<file path="config.mk">
export PLATFORM = sky130hd
export DESIGN_NAME = dedc_unstuff
export DESIGN_NICKNAME = d
export VERILOG_FILES = /design/src/hw/rtl/assert_macros.svh /design/src/hw/rtl/dedc_pkg.sv /design/src/hw/rtl/dedc_unstuff.sv
export SDC_FILE = /design/constraint.sdc
export NUM_CORES = 1
export LEC_CHECK = 0
export ABC_AREA = 1
export BUFFER_PORTS_ARGS = -buffer_cell sky130_fd_sc_hd__buf_2
export CAP_MARGIN = 20
export CORE_AREA = 4 4 41 43
export DETAILED_ROUTE_END_ITERATION = 6
export DIE_AREA = 0 0 45 47
export GPL_TIMING_DRIVEN = 0
export PLACE_DENSITY = 0.68
export SLEW_MARGIN = 25
export SYNTH_ARGS = -nofsm -noshare
export SYNTH_HDL_FRONTEND = slang
export SYNTH_SLANG_ARGS = --single-unit
</file>
<file path="constraint.sdc">
create_clock -name vclk -period 0.8
set_input_delay 0.04 -clock vclk [all_inputs]
set_output_delay 0.04 -clock vclk [all_outputs]
set_load 0.03 [all_outputs]
</file>
<file path="src/hw/rtl/assert_macros.svh">
// Assertion macros shared by the decoder RTL.
`ifndef ASSERT_MACROS_SVH
`define ASSERT_MACROS_SVH

// Check a property on every clock edge outside reset.
`define DEDC_ASSERT(lbl, prop, msg) \
    lbl: assert property (@(posedge aclk) disable iff (!aresetn) (prop)) else $error(msg);

// Check a property on every clock edge, reset included.
`define DEDC_ASSERT_ALWAYS(lbl, prop, msg) \
    lbl: assert property (@(posedge aclk) (prop)) else $error(msg);

`endif

</file>
<file path="src/hw/rtl/dedc_pkg.sv">
// Shared constants, codes and types of the dictionary expansion decoder.
package dedc_pkg;

    // Field widths
    localparam int BYTE_W     = 8;
    localparam int EIDX_W     = 16;
    localparam int EOFF_W     = 5;
    localparam int LEN_W      = 6;
    localparam int ERR_W      = 2;

    // Default table geometry
    localparam int TABLE_ENTRIES_DEF = 4096;
    localparam int ENTRY_BYTES_DEF   = 32;

    // Configuration port
    localparam int APB_ADDR_W = 3;
    localparam int APB_DATA_W = 32;
    localparam logic REG_ESCAPE = 1'b0;
    localparam logic REG_STUFF  = 1'b1;
    localparam logic [BYTE_W-1:0] ESCAPE_RST = 8'h00;
    localparam logic [BYTE_W-1:0] STUFF_RST  = 8'h01;

    // Error codes
    localparam logic [ERR_W-1:0] ERR_NONE     = 2'd0;
    localparam logic [ERR_W-1:0] ERR_TRUNC    = 2'd1;
    localparam logic [ERR_W-1:0] ERR_DANGLING = 2'd2;
    localparam logic [ERR_W-1:0] ERR_RANGE    = 2'd3;

    // Stream parse phases
    localparam logic [1:0] PH_IDLE = 2'd0;
    localparam logic [1:0] PH_ESC  = 2'd1;
    localparam logic [1:0] PH_LOW  = 2'd2;

    // Result of one pass through the unstuff unit
    typedef struct packed {
        logic              emit;
        logic [BYTE_W-1:0] value;
        logic              marker_next;
    } unstuff_res_t;

endpackage

</file>
<file path="src/hw/rtl/dedc_unstuff.sv">
// Shared unstuff unit: one byte in, at most one byte out, marker update.
module dedc_unstuff (
    input  logic [dedc_pkg::BYTE_W-1:0] in_byte,
    input  logic                        marker,
    input  logic [dedc_pkg::BYTE_W-1:0] stuff_code,
    output dedc_pkg::unstuff_res_t      res
);
    import dedc_pkg::*;

    // Resolve a pending marker first, then test for a new one
    always_comb begin
        res = '0;
        if (marker) begin
            res.emit        = 1'b1;
            res.value       = in_byte - BYTE_W'(1);
            res.marker_next = 1'b0;
        end else if (in_byte == stuff_code) begin
            res.emit        = 1'b0;
            res.marker_next = 1'b1;
        end else begin
            res.emit        = 1'b1;
            res.value       = in_byte;
            res.marker_next = 1'b0;
        end
    end

endmodule

</file>
# After elaboration in Yosys (flattened, before gate mapping)
# Cells that the tools add are included.
[word_totals]
register_bits = 0
inputBits = 17
elab_cells = 6
[classes]
mux = 4
addsub = 1
n_eq_ne = 1
[ops]
columns = ["cell", "count"]
rows = [
  ["10-bit 2-to-1 mux", 1],
  ["8-bit == test", 1],
  ["8-bit 2-to-1 mux", 1],
  ["8-bit by 1-bit subtractor with 8-bit output (second input constant)", 1],
  ["1-bit 2-to-1 mux", 2],
]

# Depth between registers and ports, before layout
# Gate-level depths: netlist of the first run.
[depth]
word_depth = 3
depth_mapped = 8
mapped_depth_nobuf = 8

# Worst setup path before layout of the first run
# Ideal clock, no wire load.
[synth_timing]
path_kind = "in2out"
start = "input in_byte[0] (netlist bit)"
end = "output res[3] (netlist bit)"
path_buffers = 0
cell_stages = 8
slack_ns = -0.220
required_ns = 0.760
arrival_time_ns = 0.980
path_cell_list = "inv_2 > nand2_1 > nand2_1 > nand2_1 > nor2_2 > nand3_1 > nand2_1 > inv_1"
[synth_rtl]
columns = ["element", "line_no", "source"]
rows = [
  ["start, declared", "dedc_unstuff.sv:3", "input logic [dedc_pkg::BYTE_W-1:0] in_byte,"],
  ["end, declared", "dedc_unstuff.sv:6", "output dedc_pkg::unstuff_res_t res"],
]

==> metrics, run 1 <==
slowest CP cell nor2_4; period utilization 124%; vias per cell approximately 4.5; initial antenna violation count 0; Die Wd approximately 45 um; CP Launch Type input port; Final Wtd Congestion slightly above 0.7; syn_nets just over 90; First DRT Iteration DRCs 5; RSZ-0062 raised after global routing true; Layout Utilization roughly two thirds; status finished, violations left; Initial Utilization between 20% and 30%; count of nets after finishing approximately 130; maximum fanout along the worst path 7; die height approximately 47 um; CP peak stage delay 150 ps; io pins 27; Hold Path Class input port to primary output; number of global-route vias before repair 490; Leak roughly 0.00045 uW; hold path cells 4; Ant. Diodes 0; fin crit period 988 ps; Mapped Avg Cell Area a little over 5 um^2; placeable core region between 0.001 and 0.0015 mm^2; Worst EP required between 700 and 800 ps; final wirelength approximately 1300 um; synth warn 0; Yosys cell types 14; M1 wire length roughly 520 um; metal2 WL roughly 740 um; routed len/inst 10.7 um; critical-path cell list buf_2 -> xnor2_2 -> nand2_1 -> nor2_4 -> nand2_4 -> nor2_4 -> nor2_4 -> buf_6; die area between 0.002 and 0.0025 mm^2; Critical Path AT ~950 ps; Layout clock buffers 0; Pins Over Slew Limit 0; critical path class input port to primary output; final hold slack around 430 ps; global-route wire length before repair 2010 um; hold buffer count at cts 0; design area approximately 870 um^2; final setup vio count 10; Residual DRC 0; largest net degree at the start of global routing 11; gr ovfl total 0; actual slew at the worst max-slew pin around 340 ps; DR WL met3 57 um; Hold Fails Final Rpt 0; IO Port Bufs 27; Hold Path End res[6]; Max Cap Violations 0; fraction of layout cells with a size suffix above 1 ~58%; Filler cells between 100 and 150; HP Start in_byte[5]; Tot Pwr 539 uW; Cell Area, Placed ~600 um^2; Final WS setup -188 ps; failing checks negative setup slack; cell mode on critical path nor2_4; Reg area 0 um^2; f_max 1010 MHz; Routed Antenna Nets 0; DR pass1 iterations 2; Total Routing Usage GR around an eighth; maximum VDD drop roughly 0.5 mV; hpwl dp 916 um; highest metal layer with signal wires met3; Area Overhead vs Synth 131%; sequential share of the synthesized area 0%; Cells after Synth 73; slew margin rel. ~77%; Pwr Density roughly 620 mW/mm^2; # rows 13; Worst Setup End Kind primary output; FFs & Latches 0; DR vias between 500 and 600; Post-Syn Area between 300 and 400 um^2
==> cell families after synthesis <==
kind of cell	Yosys count	share of synthesized area, %
buf+inv	10	11.0
fa+ha+maj	1	3.33
simple gates	50	58.7
compound gates	1	1.33
xor+xnor	11	25.7
==> synth_stat cells (all sizes together) <==
library cell  count  area (um^2)
inv               9         33.8
nand3             8         40.0
o21ai             1         5.00
nand4             1         6.26
nor2              9         46.3
xnor2             8         70.1
nand2            32          128
buf               1         7.51
ha                1         12.5
xor2              3         26.3
==> worst max-delay path, delay by kind of cell <==
family	cells	cell delay (ps)
and+or+nand+nor	5	520
xor gates and xnor gates	1	130
buffers and inverters	2	250
==> final cells by class <==
class | count | area (um^2) | area share [%]
repair buffers | 36 | 348 | 40.1
plain buffers | 1 | 7.51 | 0.865
well taps | 15 | 18.8 | 2.16
inverters | 9 | 38.8 | 4.47
multi-input cells | 63 | 455 | 52.4
==> layer usage <==
layer,track usage (%),up-vias
met5,0,-
met4,0,0
met3,0.766,0
met2,25.1,15
met1,14.8,244
li1,-,299
==> stage by stage <==
stage               setup slack [ps]  instances  setup TNS (ps)
floorplan                       -104         73            -108
global placement                -298        115           -2300
detailed placement              -315        115           -2460
CTS                             -174        121           -1520
global route                    -241        124           -2200
finish                          -188        124           -1660
==> worst max path at each step <==
| stage | from | to | slack, ps | cells after the start |
|---|---|---|---|---|
| floorplan | stuff_code[7] | res[2] | -100 | 6 |
| global placement | in_byte[3] | res[2] | -300 | 8 |
| detailed placement | in_byte[3] | res[2] | -320 | 8 |
| CTS | in_byte[4] | res[2] | -170 | 8 |
| global route | in_byte[6] | res[2] | -240 | 8 |
| finish | stuff_code[2] | res[2] | -190 | 8 |
==> cells in the final DEF, fill, tap and decap left out <==
cell type,instances
nand3_1,6
buf_8,4
inv_2,4
nand2_4,1
nand2_2,7
xnor2_4,1
xnor2_2,4
buf_2,7
nand2_1,24
nor2_4,5
inv_6,1
nor2_1,4
buf_4,11
xnor2_1,3
o21ai_0,1
inv_1,4
ha_4,1
xor2_1,3
nand4_1,1
buf_6,14
buf_12,1
nand3_4,1
nand3_2,1
==> power breakdown <==
group | leakage, uW | switching [uW] | total [uW] | internal, uW
sequential | 0 | 0 | 0 | 0
combinational | 0.000449 | 267 | 539 | 273
clock | 0 | 0 | 0 | 0
total | 0.000449 | 267 | 539 | 273
==> repair_timing <==
item	4_1_cts	5_1_grt
resized for setup	48	10
setup endpoints to repair	10	10
pin swaps	20	8
setup buffers	6	3
(Power assumes the default switching activity.)
==> run 2, diff against run 1 <==
--- a/config.mk
+++ b/config.mk
@@ -13,6 +13,7 @@
 export DIE_AREA = 0 0 45 47
 export GPL_TIMING_DRIVEN = 0
 export PLACE_DENSITY = 0.68
+export SKIP_LAST_GASP = 1
 export SLEW_MARGIN = 25
 export SYNTH_ARGS = -nofsm -noshare
 export SYNTH_HDL_FRONTEND = slang
==> run 2 against run 1 <==
Compared with the run above: hold slack unchanged; cell count did not move; cell area unchanged; highest routed layer unchanged; clock-buffer cell count unchanged; die area unchanged; first-iteration DRC count is the same; critical endpoint unchanged; critical path depth did not move; the run still ends with negative setup slack left; sequential cell count did not move; total power fell by 0.21%; global-route usage unchanged.
==> metrics, run 2 (synthesis results as in run 1) <==
maximum fanout along the worst path 7 (unchanged); Layout clock buffers 0 (unchanged); placeable core region 0.00130 mm^2 (unchanged); vias per cell 4.50 (unchanged); status finished, violations left; Cell Area, Placed 597 um^2 (unchanged); hpwl dp 916 um (unchanged); hold buffer count at cts 0 (unchanged); hold path cells 4 (unchanged); gr ovfl total 0 (unchanged); fin crit period 988 ps (-0.00100 ps); Max Cap Violations 0 (unchanged); Final WS setup -188 ps (+0.00100 ps); Reg area 0 um^2 (unchanged); die area 0.00212 mm^2 (unchanged); final setup vio count 10 (unchanged); Hold Fails Final Rpt 0 (unchanged); Pins Over Slew Limit 0 (unchanged); most common cell after layout, fill and taps aside nand2_1; Ant. Diodes 0 (unchanged); DR pass1 iterations 2 (unchanged); IO Port Bufs 27 (unchanged); global-route wire length before repair 2010 um (unchanged); number of global-route vias before repair 490 (unchanged); Worst Setup End Kind primary output; First DRT Iteration DRCs 5 (unchanged); CP Launch Type input port; slowest CP cell nor2_4; failing checks negative setup slack; Hold Path Class input port to primary output; Routed Antenna Nets 0 (unchanged); Leak 0.000450 uW (+0.24%); fraction of layout cells with a size suffix above 1 56.9% (-0.92 points); DR vias 558 (unchanged); Area Overhead vs Synth 131% (unchanged); CP peak stage delay 150 ps (about the same); initial antenna violation count 0 (unchanged); Tot Pwr 538 uW (-0.21%); design area 868 um^2 (unchanged); Critical Path AT 950 ps (about the same); io pins 27 (unchanged); cell mode on critical path nor2_4; critical path class input port to primary output; period utilization 124% (about the same); largest net degree at the start of global routing 11 (unchanged); cell family with most CP delay simple AND/OR/NAND/NOR gates; Final Wtd Congestion 0.716 (unchanged); routed len/inst 10.7 um (unchanged); pre-CTS setup slack -315 ps (unchanged); count of nets after finishing 129 (unchanged); Residual DRC 0 (unchanged); Pwr Density 620 mW/mm^2 (-0.21%); Initial Utilization 28.8% (unchanged); f_max 1010 MHz (unchanged); maximum VDD drop 0.506 mV (about the same); RSZ-0062 raised after global routing true; crit path buf inv count 2 (unchanged); slew margin rel. 77.3% (unchanged); Total Routing Usage GR 12.4% (unchanged); Worst EP required 760 ps (about the same); Hold Path End res[6]; die height 47 um (unchanged); critical-path cell list buf_2 -> xnor2_2 -> nand2_1 -> nor2_4 -> nand2_4 -> nor2_4 -> nor2_4 -> buf_6; HP Start in_byte[5]; Die Wd 45 um (unchanged); FFs & Latches 0 (unchanged); final wirelength 1320 um (unchanged); # rows 13 (unchanged); actual slew at the worst max-slew pin 337 ps (unchanged); final hold slack 426 ps (unchanged); commonest cells after routing, fill and taps aside 24 x nand2_1, 14 x buf_6, 11 x buf_4
## run 2: layout make-up
type               instances  area, um^2
well taps                 15        18.8
inverters                  9        38.8
multi-input cells         63         455
plain buffers              1        7.51
fillers                  131         433
repair buffers            36         348
## run 2: repair_timing
action,in CTS,in global routing
setup endpoints to repair,10,10
resized for setup,48,9
buffers inserted,6,3
pin swaps,20,8
## run 2: stage by stage
stage / std cells / utilization [%] / TNS (ps)
after global placement: 115 / 45.9 / -2300
after CTS: 121 / 61.5 / -1520
final: 124 / 66.7 / -1660
after detailed placement: 115 / 45.9 / -2460
after floorplan: 73 / - / -108
after global routing: 124 / 66.7 / -2210
## run 2: report_power, final
part	total (uW)	switching (uW)	internal [uW]	leakage (uW)
registers	0	0	0	0
logic	538	266	273	0.000450
clock network	0	0	0	0
## run 2: metal layers
| layer | track usage (%) | up-vias | wire length (um) |
|---|---|---|---|
| met5 | 0 | - | 0 |
| met2 | 25.1 | 15 | 743 |
| met4 | 0 | 0 | 0 |
| met1 | 14.8 | 244 | 521 |
| li1 | - | 299 | - |
| met3 | 0.766 | 0 | 57 |
## run 2: worst max-delay path by stage
stage,startpoint,slack [ps],depth (start not counted),end
final,stuff_code[2],-190,8,res[2]
after global routing,in_byte[6],-240,9,res[3]
after CTS,in_byte[4],-170,8,res[2]
after detailed placement,in_byte[3],-320,8,res[2]
after global placement,in_byte[3],-300,8,res[2]
after floorplan,stuff_code[7],-100,6,res[2]
