File: src/hw/rtl/assert_macros.svh
// Assertion macros shared by the decoder RTL.
`ifndef ASSERT_MACROS_SVH
`define ASSERT_MACROS_SVH

// Check a property on every clock edge outside reset.
`define DEDC_ASSERT(lbl, prop, msg) \
    lbl: assert property (@(posedge aclk) disable iff (!aresetn) (prop)) else $error(msg);

// Check a property on every clock edge, reset included.
`define DEDC_ASSERT_ALWAYS(lbl, prop, msg) \
    lbl: assert property (@(posedge aclk) (prop)) else $error(msg);

`endif

File: src/hw/rtl/dedc_ram.sv
// Generic single-write, single-read RAM with registered read data.
module dedc_ram #(
    parameter int WIDTH = 8,
    parameter int DEPTH = 16,
    localparam int AW = (DEPTH > 1) ? $clog2(DEPTH) : 1
) (
    input  logic             aclk,
    input  logic             we,
    input  logic [AW-1:0]    waddr,
    input  logic [WIDTH-1:0] wdata,
    input  logic [AW-1:0]    raddr,
    output logic [WIDTH-1:0] rdata
);

    logic [WIDTH-1:0] mem [DEPTH];

    // Write port
    always_ff @(posedge aclk) begin
        if (we) begin
            mem[waddr] <= wdata;
        end
    end

    // Registered read port
    always_ff @(posedge aclk) begin
        rdata <= mem[raddr];
    end

endmodule

File: config.mk
export PLATFORM = sky130hd
export DESIGN_NAME = dedc_ram
export DESIGN_NICKNAME = d
export VERILOG_FILES = /design/src/hw/rtl/assert_macros.svh /design/src/hw/rtl/dedc_ram.sv
export SDC_FILE = /design/constraint.sdc
export NUM_CORES = 1
export LEC_CHECK = 0
export ABC_AREA = 1
export BUFFER_PORTS_ARGS = -buffer_cell sky130_fd_sc_hd__buf_2
export CAP_MARGIN = 40
export CORE_MARGIN = 2
export CORE_UTILIZATION = 61
export DETAILED_ROUTE_END_ITERATION = 10
export HOLD_SLACK_MARGIN = 0.03
export PLACE_DENSITY = 0.77
export SETUP_SLACK_MARGIN = 0.05
export SLEW_MARGIN = 40
export SYNTH_ARGS = -nofsm -noshare
export SYNTH_HDL_FRONTEND = slang
export SYNTH_SLANG_ARGS = --single-unit
File: constraint.sdc
create_clock -name aclk -period 1.55 [get_ports aclk]
set_input_delay 0.2325 -clock aclk [delete_from_list [all_inputs] [get_ports aclk]]
set_output_delay 0.2325 -clock aclk [all_outputs]
set_load 0.02 [all_outputs]
Yosys cells after proc, flatten, opt, wreduce, memory -nomap -nowiden
Memories as Yosys holds them, arrays and structs flattened. A register that Yosys moved wholly into a read port is not among the register bits.
Cells that the tools add are included.
{"block": "classes", "muxes": 2}
{"operator": "2-to-1 mux 1 bit", "count": 2}
{"block": "word_totals", "regBits": 0, "ramBits": 128, "input_bits": 18, "output_inout_bits": 8, "word_cells": 3, "mem_count": 1}
{"memory": "mem", "depth": 16, "word_bits": 8, "rd": 1, "rd_clocked_by_memory_dff": 1, "wr": 1, "line": "dedc_ram.sv:15", "source": "logic [WIDTH-1:0] mem [DEPTH];"}

Longest topological paths before layout
Gate-level depths: netlist of the first run.
{"block": "depth", "word_depth": 2, "mapped_depth": 8}

Worst setup path before layout of the first run
Ideal clock, no wire load.
{"block": "synth_path", "kind": "input to register", "from": "in waddr[2]", "to": "mem mem[10][0] (enable)", "setup_ns": 0.370, "arrival_time_ns": 0.813, "t_required_ns": 1.180, "setup_slack_ns": 0.367, "cell_stages": 2, "n_path_buf": 0, "cell_sequence": "nand3b_1 > nor2_1"}
{"item": "start, declared", "line": "dedc_ram.sv:9", "source": "input logic [AW-1:0] waddr,"}
{"item": "end, declared", "line": "dedc_ram.sv:15"}
No word-level cell before the write port.

Worst setup path in the final report of the first run
{"block": "layout_path", "from": "reg rdata[7] (read register of mem)", "to": "out rdata[7]"}
{"item": "start, declared", "line": "dedc_ram.sv:12", "source": "output logic [WIDTH-1:0] rdata"}
No word-level cell between the ends.

==> results of run 1 <==
==> worst max-delay path by stage <==
stage,depth (start not counted),to
2_1_floorplan,2,mem[10][0]
3_3_place_gp,5,rdata[0]
3_5_place_dp,5,rdata[0]
4_1_cts,1,rdata[7]
5_1_grt,1,rdata[7]
6_report,1,rdata[7]
==> cells in the mapped netlist <==
cell	count
nand3_1	97
buf_2	13
buf_4	4
buf_6	6
dfxtp_1	8
buf_1	1
inv_1	100
nand2_1	173
nand3b_1	2
edfxtp_1	128
nor2_1	17
inv_2	2
==> power groups by stage <==
stage	clock, uW	combinational, uW	sequential (uW)
floorplan	0	290	4240
global placement	0	512	4210
detailed placement	0	522	4210
CTS	3920	529	4140
global route	4080	584	4140
finish	3900	534	4140
==> layout make-up <==
type	instances	area share
clock buffers	20	0.0641
inverters	102	0.0577
flip-flops and latches	136	0.604
clock inverters	12	0.0232
multi-input cells	289	0.183
repair buffers	47	0.0475
well taps	111	0.0209
==> state kept, by name (all words and copies together), names as in the netlist <==
signal,flops
mem,128
rdata,8
==> cells by family (layout without fill, tap and decap cells) <==
kind of cell / count (synthesis) / after routing
and+or+nand+nor: 289 / 289
DFF: 136 / 136
buffers and inverters: 126 / 181
==> through the flow <==
| step | instance area (um^2) | setup WS, ns | hold WS, ns |
|---|---|---|---|
| 2_1_floorplan | 5770 | 0.367 | 0.331 |
| 3_3_place_gp | 6050 | 0.201 | 0.603 |
| 3_5_place_dp | 6050 | 0.185 | 0.598 |
| 4_1_cts | 6630 | 0.255 | 0.0532 |
| 5_1_grt | 6630 | 0.247 | 0.0798 |
| 6_report | 6630 | 0.272 | 0.0627 |
==> metal layers <==
metal | GRT usage | up-vias
met5 | 0 | -
met4 | 0.144 | 0
met3 | 0.0580 | 34
met2 | 0.394 | 212
met1 | 0.368 | 1806
li1 | - | 1860
==> reports/qor.yml, run 1 <==
synthesis:
  syn_nets: 569
  synth_xor_area_frac: 0
  yosysWarnings: 0
  synth_top_family_by_area: "simple AND/OR/NAND/NOR gates"
  synthMuxAreaShare: 0
  netlist.top_cell.by_area: "edfxtp_1"
  ys_types: 12
  yosysSeqAreaShare: 0.694
  synth_top_area_share: 0.667
  syn_area_per_cell_um2: 10.5
  synthCells: 551
  ys_top_cells_by_area: "edfxtp_1, nand2_1, nand3_1"
  synth_compound_area_frac: 0
  syn_area_um2: 5770
  synthSimpleGateAreaFrac: 0.210
  synthAdderAreaFrac: 0
  ys_ff_latch: 136
clocking:
  cts_hold_buf: 0
  clock_path_buffers: 2
  ctsResizeCount: 0
  clkSinkCount: 136
  cts_max_level: 4
  cts_buffers: 17
  cts_root_buf: "clkbuf_8"
  insertion_delay_ns: 0.52
  clk_pin_slew_ns: 0.06
  post-cts-setup-buffers: 0
  tritoncts: "done"
cells_and_area:
  mostFrequentLayoutCells: "nand2_1, edfxtp_1, inv_1"
  final_common_cell: "nand2_1"
  diodes: 0
  multi_input_area_um2: 1210
  fillers: 623
  drive_above_1_share: 0.127
  regArea_um2: 4000
  fin_nets: 611
  syn2layout_area_growth_pct: 15.0
  fin_util: 0.721
  final_cells: 717
timing:
  skew_ns: 0.00711
  tns_ns: 0
  slew_viol_final: 0
  period_needed_ns: 1.28
  rsz0062_at_grt: "false"
  fmax_ghz: 0.782
  setup_viol: 0
  worstMarginPinSlew_ns: 0.570
  timing.slew.headroom: 0.619
  min_period_over_period: 0.825
  hold_viol: 0
worst_setup_path:
  cpMaxStageDelayCell: "dfxtp_1"
  rr_startpoint: "mem[8][0]"
  arrival_ns: 1.05
  cp_data_required_time_ns: 1.32
  endpoint_kind: "output pin"
  rrSetupSlack_ns: 0.41
  cp_cell_sequence: "buf_2"
  path_buf_inv: 1
  worstSetupStartpoint: "rdata[7]"
  cpPeakStageDelay_ns: 0.34
  r2r_end: "rdata[0]"
  rr_worst_depth: 6
  critPathKind: "reg -> out"
  cpLargestDelayFamily: "flip-flops"
  startpoint_type: "flip-flop"
  path_max_fanout: 1
global_route:
  grt_max_degree: 65
  grt_usage: 0.264
  overflow: 0
  grt_pass1_vias: 3684
  antenna_found_initial: 0
  grt_pass1_wl_mm: 19.4
flow_run:
  cap_violations: 0
detailed_routing:
  first_pass_iters: 4
  drc_errors: 0
  drtIter0Drc: 378
  num_vias: 3912
  wire_per_inst_um: 17.5
  routed_wl_mm: 12.6
  routed_via_density: 5.46
  wl_met3_mm: 1.05
  dr_wl_met2_mm: 5.94
  postRouteAntennaNets: 0
  top_layer_used: "met4"
  drt-met1-wl_mm: 5.19
placement:
  place.gp.congestion: 0.824
  placedCellCount: 685
  port_buffers: 25
  dp_hpwl_mm: 7.39
power_and_ir_drop:
  vdd_ir_drop_max_v: 0.000807
  p_switching_uw: 1860
  internal-power_uw: 6710
  p_total_uw: 8570
  pwr-share-clk: 0.455
  power_frac_seq: 0.483
  p_per_area_nw_per_um2: 1290
  switching_share: 0.217
  power_frac_comb: 0.062
  cellLeakagePower_uw: 0.00292
status:
  outcome: "complete, no violations"
hold_path:
  hp-start: "raddr[3]"
  hold-path-endpoint: "rdata[6]"
  hold-path-cell-count: 3
  min_path_type: "in -> reg"
floorplan:
  die_w_um: 101
  coreArea_um2: 9200
  initial_utilization: 0.627
  rows: 35
  die_h_um: 101
  io_pins: 26
  fp.dieArea_um2: 10200
Note: power is estimated with default switching activity, not from simulation.
==> inputs of run 2 (changes only) <==
==> constraint.sdc (replaced) <==
create_clock -name aclk -period 1.2 [get_ports aclk]
set_input_delay 0.18 -clock aclk [delete_from_list [all_inputs] [get_ports aclk]]
set_output_delay 0.18 -clock aclk [all_outputs]
set_load 0.02 [all_outputs]
==> reports/qor.yml, run 2 (synthesized netlist as in run 1, its figures left out) <==
worst_setup_path:
  critPathKind: "reg -> out"
  cp_cell_sequence: "buf_6"
  rrSetupSlack_ns: 0.17  # -0.24 ns
  startpoint_type: "flip-flop"
  cp_data_required_time_ns: 1.02  # -0.30 ns
  cpLargestDelayFamily: "flip-flops"
  path_max_fanout: 1  # unchanged
  cpMaxStageDelayCell: "dfxtp_2"
  arrival_ns: 1.00  # -0.05 ns
  endpoint_kind: "output pin"
  path_buf_inv: 1  # unchanged
  cpPeakStageDelay_ns: 0.35  # about the same
flow_run:
  cap_violations: 0  # unchanged
floorplan:
  io_pins: 26  # unchanged
  fp.dieArea_um2: 10200  # unchanged
  rows: 35  # unchanged
  initial_utilization: 0.627  # unchanged
  die_h_um: 101  # unchanged
  die_w_um: 101  # unchanged
  coreArea_um2: 9200  # unchanged
detailed_routing:
  postRouteAntennaNets: 0  # unchanged
  top_layer_used: "met4"
  routed_wl_mm: 12.8  # +1.5%
  first_pass_iters: 8  # +4
  wl_met3_mm: 1.41  # +35%
  routed_via_density: 5.61  # +2.9%
  num_vias: 4069  # +4.0%
  drc_errors: 0  # unchanged
  dr_wl_met2_mm: 6.07  # +2.1%
  drtIter0Drc: 421  # +11%
  drt-met1-wl_mm: 5.07  # -2.2%
  wire_per_inst_um: 17.6  # +0.38%
timing:
  fin_worst_hold_slack_ns: 0.0644  # +0.00173 ns
  post-route-worst-setup-slack_ns: 0.0191  # -0.252 ns
  period_needed_ns: 1.18
  hold_viol: 0  # unchanged
  slew_viol_final: 0  # unchanged
  skew_ns: 0.00484  # -0.00226 ns
  fmax_ghz: 0.847
  min_period_over_period: 0.984
  rsz0062_at_grt: "true"
  worstMarginPinSlew_ns: 0.389  # -0.181 ns
  setup_viol: 0  # unchanged
  timing.slew.headroom: 0.740  # +0.121
clocking:
  cts_max_level: 4  # unchanged
  clkSinkCount: 136  # unchanged
  clock_path_buffers: 2  # unchanged
  clk_pin_slew_ns: 0.06  # about the same
  cts_root_buf: "clkbuf_8"
  tritoncts: "done"
  cts_buffers: 17  # unchanged
  post-cts-setup-buffers: 0  # unchanged
  insertion_delay_ns: 0.52  # about the same
placement:
  placed_area_um2: 6140  # +1.5%
  port_buffers: 25  # unchanged
  dp_hpwl_mm: 7.76  # +5.0%
  post-place-ws_ns: -0.0589  # -0.243 ns
  place.gp.congestion: 0.840  # +1.9%
  placedCellCount: 692  # +1.0%
global_route:
  antenna_found_initial: 0  # unchanged
  grt_pass1_vias: 3788  # +2.8%
  grt_pass1_wl_mm: 20.4  # +5.2%
  grt_max_degree: 33  # -49%
  grt_usage: 0.275  # +0.0109
  overflow: 0  # unchanged
power_and_ir_drop:
  cellLeakagePower_uw: 0.00296  # +1.5%
  power_frac_seq: 0.503  # +0.020
  p_switching_uw: 2360  # +27%
  p_per_area_nw_per_um2: 1580  # +23%
  vdd_ir_drop_max_v: 0.00128  # +59%
  internal-power_uw: 8300  # +24%
  power_frac_comb: 0.071  # +0.009
  switching_share: 0.221  # +0.00450
  p_total_uw: 10700  # +24%
  pwr-share-clk: 0.426  # -0.029
cells_and_area:
  fin_area_um2: 6730  # +1.4%
  largest_reg_flops: 128  # unchanged
  diodes: 0  # unchanged
  syn2layout_area_growth_pct: 16.7
  drive_above_1_share: 0.147  # +0.0195
  mostFrequentLayoutCells: "nand2_1, edfxtp_1, inv_1"
  fin_nets: 619  # +1.3%
  top_regs: "mem: 128 flops, rdata: 8 flops"
  regMostFlops: "mem"
  fillers: 607  # -2.6%
  final_common_cell: "nand2_1"
  final_cells: 725  # +1.1%
status:
  outcome: "complete, no violations"
hold_path:
  min_path_type: "in -> reg"
==> run 2: cell type report <==
cell class	count	area [um^2]	area share
Clock buffer	22	433	0.0643
Clock inverter	10	80.1	0.0119
Inverter	102	383	0.0569
Multi-Input combinational cell	289	1210	0.180
Sequential cell	136	4010	0.597
Tap cell	111	139	0.0206
Timing Repair Buffer	55	465	0.0692
==> run 2: layer usage <==
metal  GRT usage  up-vias
met5           0        -
met2       0.427      279
met3      0.0614       24
met1       0.398     1888
met4      0.0832        0
li1            -     1878
==> run 2: what timing repair did <==
action	4_1_cts	5_1_grt
endpoints found under the hold margin	2	0
hold buffers	1	0
setup endpoints to repair	8	8
resized for setup	22	2
==> run 2: path summary, 6_finish.rpt <==
kind                    from        end  cells past startpoint
hold reg to reg   mem[14][4]   rdata[4]                      6
setup reg to reg  mem[14][0]   rdata[0]                      6
hold / removal      wdata[4]  mem[2][4]                      1
setup / recovery    rdata[1]   rdata[1]                      1
==> run 2: worst register-to-register path: cells and delay by family, from the launching register on <==
family	cells	cell delay, ns
flip-flops	1	0.37
buffers and inverters	1	0.06
AND/OR/NAND/NOR	5	0.48
==> run 2: power groups by stage <==
| stage | combinational [uW] | sequential [uW] | clock, uW |
|---|---|---|---|
| 4_1_cts | 754 | 5360 | 4560 |
| 3_3_place_gp | 689 | 5440 | 0 |
| 6_report | 761 | 5360 | 4530 |
| 5_1_grt | 830 | 5370 | 4760 |
| 2_1_floorplan | 375 | 5470 | 0 |
| 3_5_place_dp | 707 | 5440 | 0 |
==> run 2: per-stage QoR <==
step                setup TNS (ns)   util
finish                           0  0.732
global route                     0  0.732
CTS                              0  0.731
detailed placement          -0.936  0.668
global placement           -0.0978  0.668
floorplan                        0      -
==> inputs of run 3 (changes only) <==
--- a/config.mk
+++ b/config.mk
@@ -8,8 +8,10 @@
 export ABC_AREA = 1
 export BUFFER_PORTS_ARGS = -buffer_cell sky130_fd_sc_hd__buf_2
 export CAP_MARGIN = 40
+export CELL_PAD_IN_SITES_DETAIL_PLACEMENT = 1
+export CELL_PAD_IN_SITES_GLOBAL_PLACEMENT = 1
 export CORE_MARGIN = 2
-export CORE_UTILIZATION = 61
+export CORE_UTILIZATION = 49
 export DETAILED_ROUTE_END_ITERATION = 10
 export HOLD_SLACK_MARGIN = 0.03
 export PLACE_DENSITY = 0.77
==> reports/qor.yml, run 3 (synthesized netlist as in run 1, its figures left out) <==
global_route:
  overflow: 0  # unchanged
  grt_usage: 0.274  # -0.00186
  grt_max_degree: 28  # -15%
  grt_pass1_wl_mm: 25.3  # +24%
  grt_pass1_vias: 4575  # +21%
  antenna_found_initial: 0  # unchanged
clocking:
  clk_pin_slew_ns: 0.06  # about the same
  cts_max_level: 4  # unchanged
  cts_root_buf: "clkbuf_16"
  ctsResizeCount: 0  # -100%
  post-cts-setup-buffers: 0  # unchanged
  tritoncts: "done"
  clock_path_buffers: 2  # unchanged
  insertion_delay_ns: 0.42  # -0.10 ns
  cts_buffers: 17  # unchanged
  cts_hold_buf: 0  # -1
  clkSinkCount: 136  # unchanged
hold_path:
  min_path_type: "in -> reg"
  hold-path-cell-count: 1  # unchanged
detailed_routing:
  drtIter0Drc: 319  # -24%
  drc_errors: 0  # unchanged
  num_vias: 4137  # +1.7%
  postRouteAntennaNets: 0  # unchanged
  first_pass_iters: 5  # -3
  routed_via_density: 5.45  # -2.9%
  routed_wl_mm: 16.1  # +26%
  wire_per_inst_um: 21.2  # +21%
floorplan:
  coreArea_um2: 11500  # +25%
  die_w_um: 112  # +11%
  die_h_um: 112  # +11%
  rows: 39  # +11%
  initial_utilization: 0.503  # -0.124
  fp.dieArea_um2: 12700  # +23%
  io_pins: 26  # unchanged
cells_and_area:
  regArea_um2: 4000  # -0.25%
  final_common_cell: "nand2_1"
  fillers: 1236  # +100%
  fin_nets: 622  # +0.48%
  multi_input_area_um2: 1220  # +0.41%
  mostFrequentLayoutCells: "nand2_1, edfxtp_1, inv_1"
  regMostFlops: "mem"
  largest_reg_flops: 128  # unchanged
  drive_above_1_share: 0.141  # -0.00535
  top_regs: "mem: 128 flops, rdata: 8 flops"
  syn2layout_area_growth_pct: 16.9
  diodes: 0  # unchanged
  fin_area_um2: 6740  # +0.17%
timing:
  worstMarginPinSlew_ns: 0.454  # +0.0651 ns
  hold_viol: 0  # unchanged
  period_needed_ns: 1.11  # -0.0700 ns
  skew_ns: 0.00514  # +0.000298 ns
  timing.slew.headroom: 0.697  # -0.0434
  tns_ns: 0  # unchanged
  slew_viol_final: 0  # unchanged
  setup_viol: 0  # unchanged
  min_period_over_period: 0.926  # -0.0583
  rsz0062_at_grt: "false"
  fmax_ghz: 0.900  # +6.3%
worst_setup_path:
  path_buf_inv: 1  # unchanged
  path_max_fanout: 1  # unchanged
  endpoint_kind: "output pin"
  cpPeakStageDelay_ns: 0.34  # about the same
  crit_cells: 1  # unchanged
  cpLargestDelayFamily: "flip-flops"
  cpMaxStageDelayCell: "dfxtp_1"
  rr_worst_depth: 6  # unchanged
  cp_data_required_time_ns: 1.02  # about the same
  arrival_ns: 0.93  # -0.07 ns
  critPathKind: "reg -> out"
  startpoint_type: "flip-flop"
  cp_cell_sequence: "buf_2"
status:
  outcome: "complete, no violations"
placement:
  place.gp.congestion: 0.780  # -7.1%
  dp_hpwl_mm: 10.0  # +29%
  placed_area_um2: 6210  # +1.1%
  port_buffers: 25  # unchanged
power_and_ir_drop:
  vdd_ir_drop_max_v: 0.00112  # -13%
  p_per_area_nw_per_um2: 1600  # +0.89%
  cellLeakagePower_uw: 0.00297  # +0.27%
flow_run:
  cap_violations: 0  # unchanged
[run 3: cell count changes in the layout (fill, tap and decap cells not counted), sizes merged]
cell,previous run,this run
clkbuf,22,17
buf,54,58
clkinv,8,12
dlygate4sd3,1,0
[run 3: final cells by class]
| cell class | instances | share of cell area |
|---|---|---|
| inverters | 102 | 0.0568 |
| repair buffers | 58 | 0.0650 |
| clock buffers | 17 | 0.0631 |
| flip-flops and latches | 136 | 0.594 |
| multi-input cells | 289 | 0.181 |
| well taps | 143 | 0.0266 |
| clock inverters | 14 | 0.0136 |
[run 3: per-stage QoR]
stage / power [uW] / hold slack, ns / instances / setup slack, ns / util
after global placement: 6160 / 0.596 / 728 / -0.0677 / 0.542
after CTS: 10800 / 0.159 / 759 / 0.0598 / 0.587
after global routing: 11100 / 0.172 / 759 / 0.0586 / 0.588
final: 10800 / 0.173 / 759 / 0.0891 / 0.588
after floorplan: 5850 / 0.279 / 551 / 0.0692 / -
after detailed placement: 6200 / 0.596 / 728 / -0.0842 / 0.542
[run 3: worst paths after layout]
kind | endpoint | start | slack, ns
max reg2reg | rdata[3] | mem[15][3] | 0.17
max | rdata[1] | rdata[1] | 0.09
min reg2reg | rdata[1] | mem[12][1] | 0.70
min | mem[8][4] | wdata[4] | 0.17
[run 3: report_power, final]
part	internal [uW]	leakage [uW]	total, uW	switching, uW
registers	5310	0.00122	5350	34.0
logic	233	0.00149	779	546
clock network	2760	0.000259	4640	1880
[run 3: layer usage]
metal  share of wire  GRT usage  routed length, um  vias to the layer above
met5               0          0                  0                        -
met4           0.027      0.119                434                        0
met3           0.055     0.0562                879                       29
met2            0.50      0.448               8030                      145
met1            0.42      0.356               6770                     2082
li1                -          -                  -                     1881
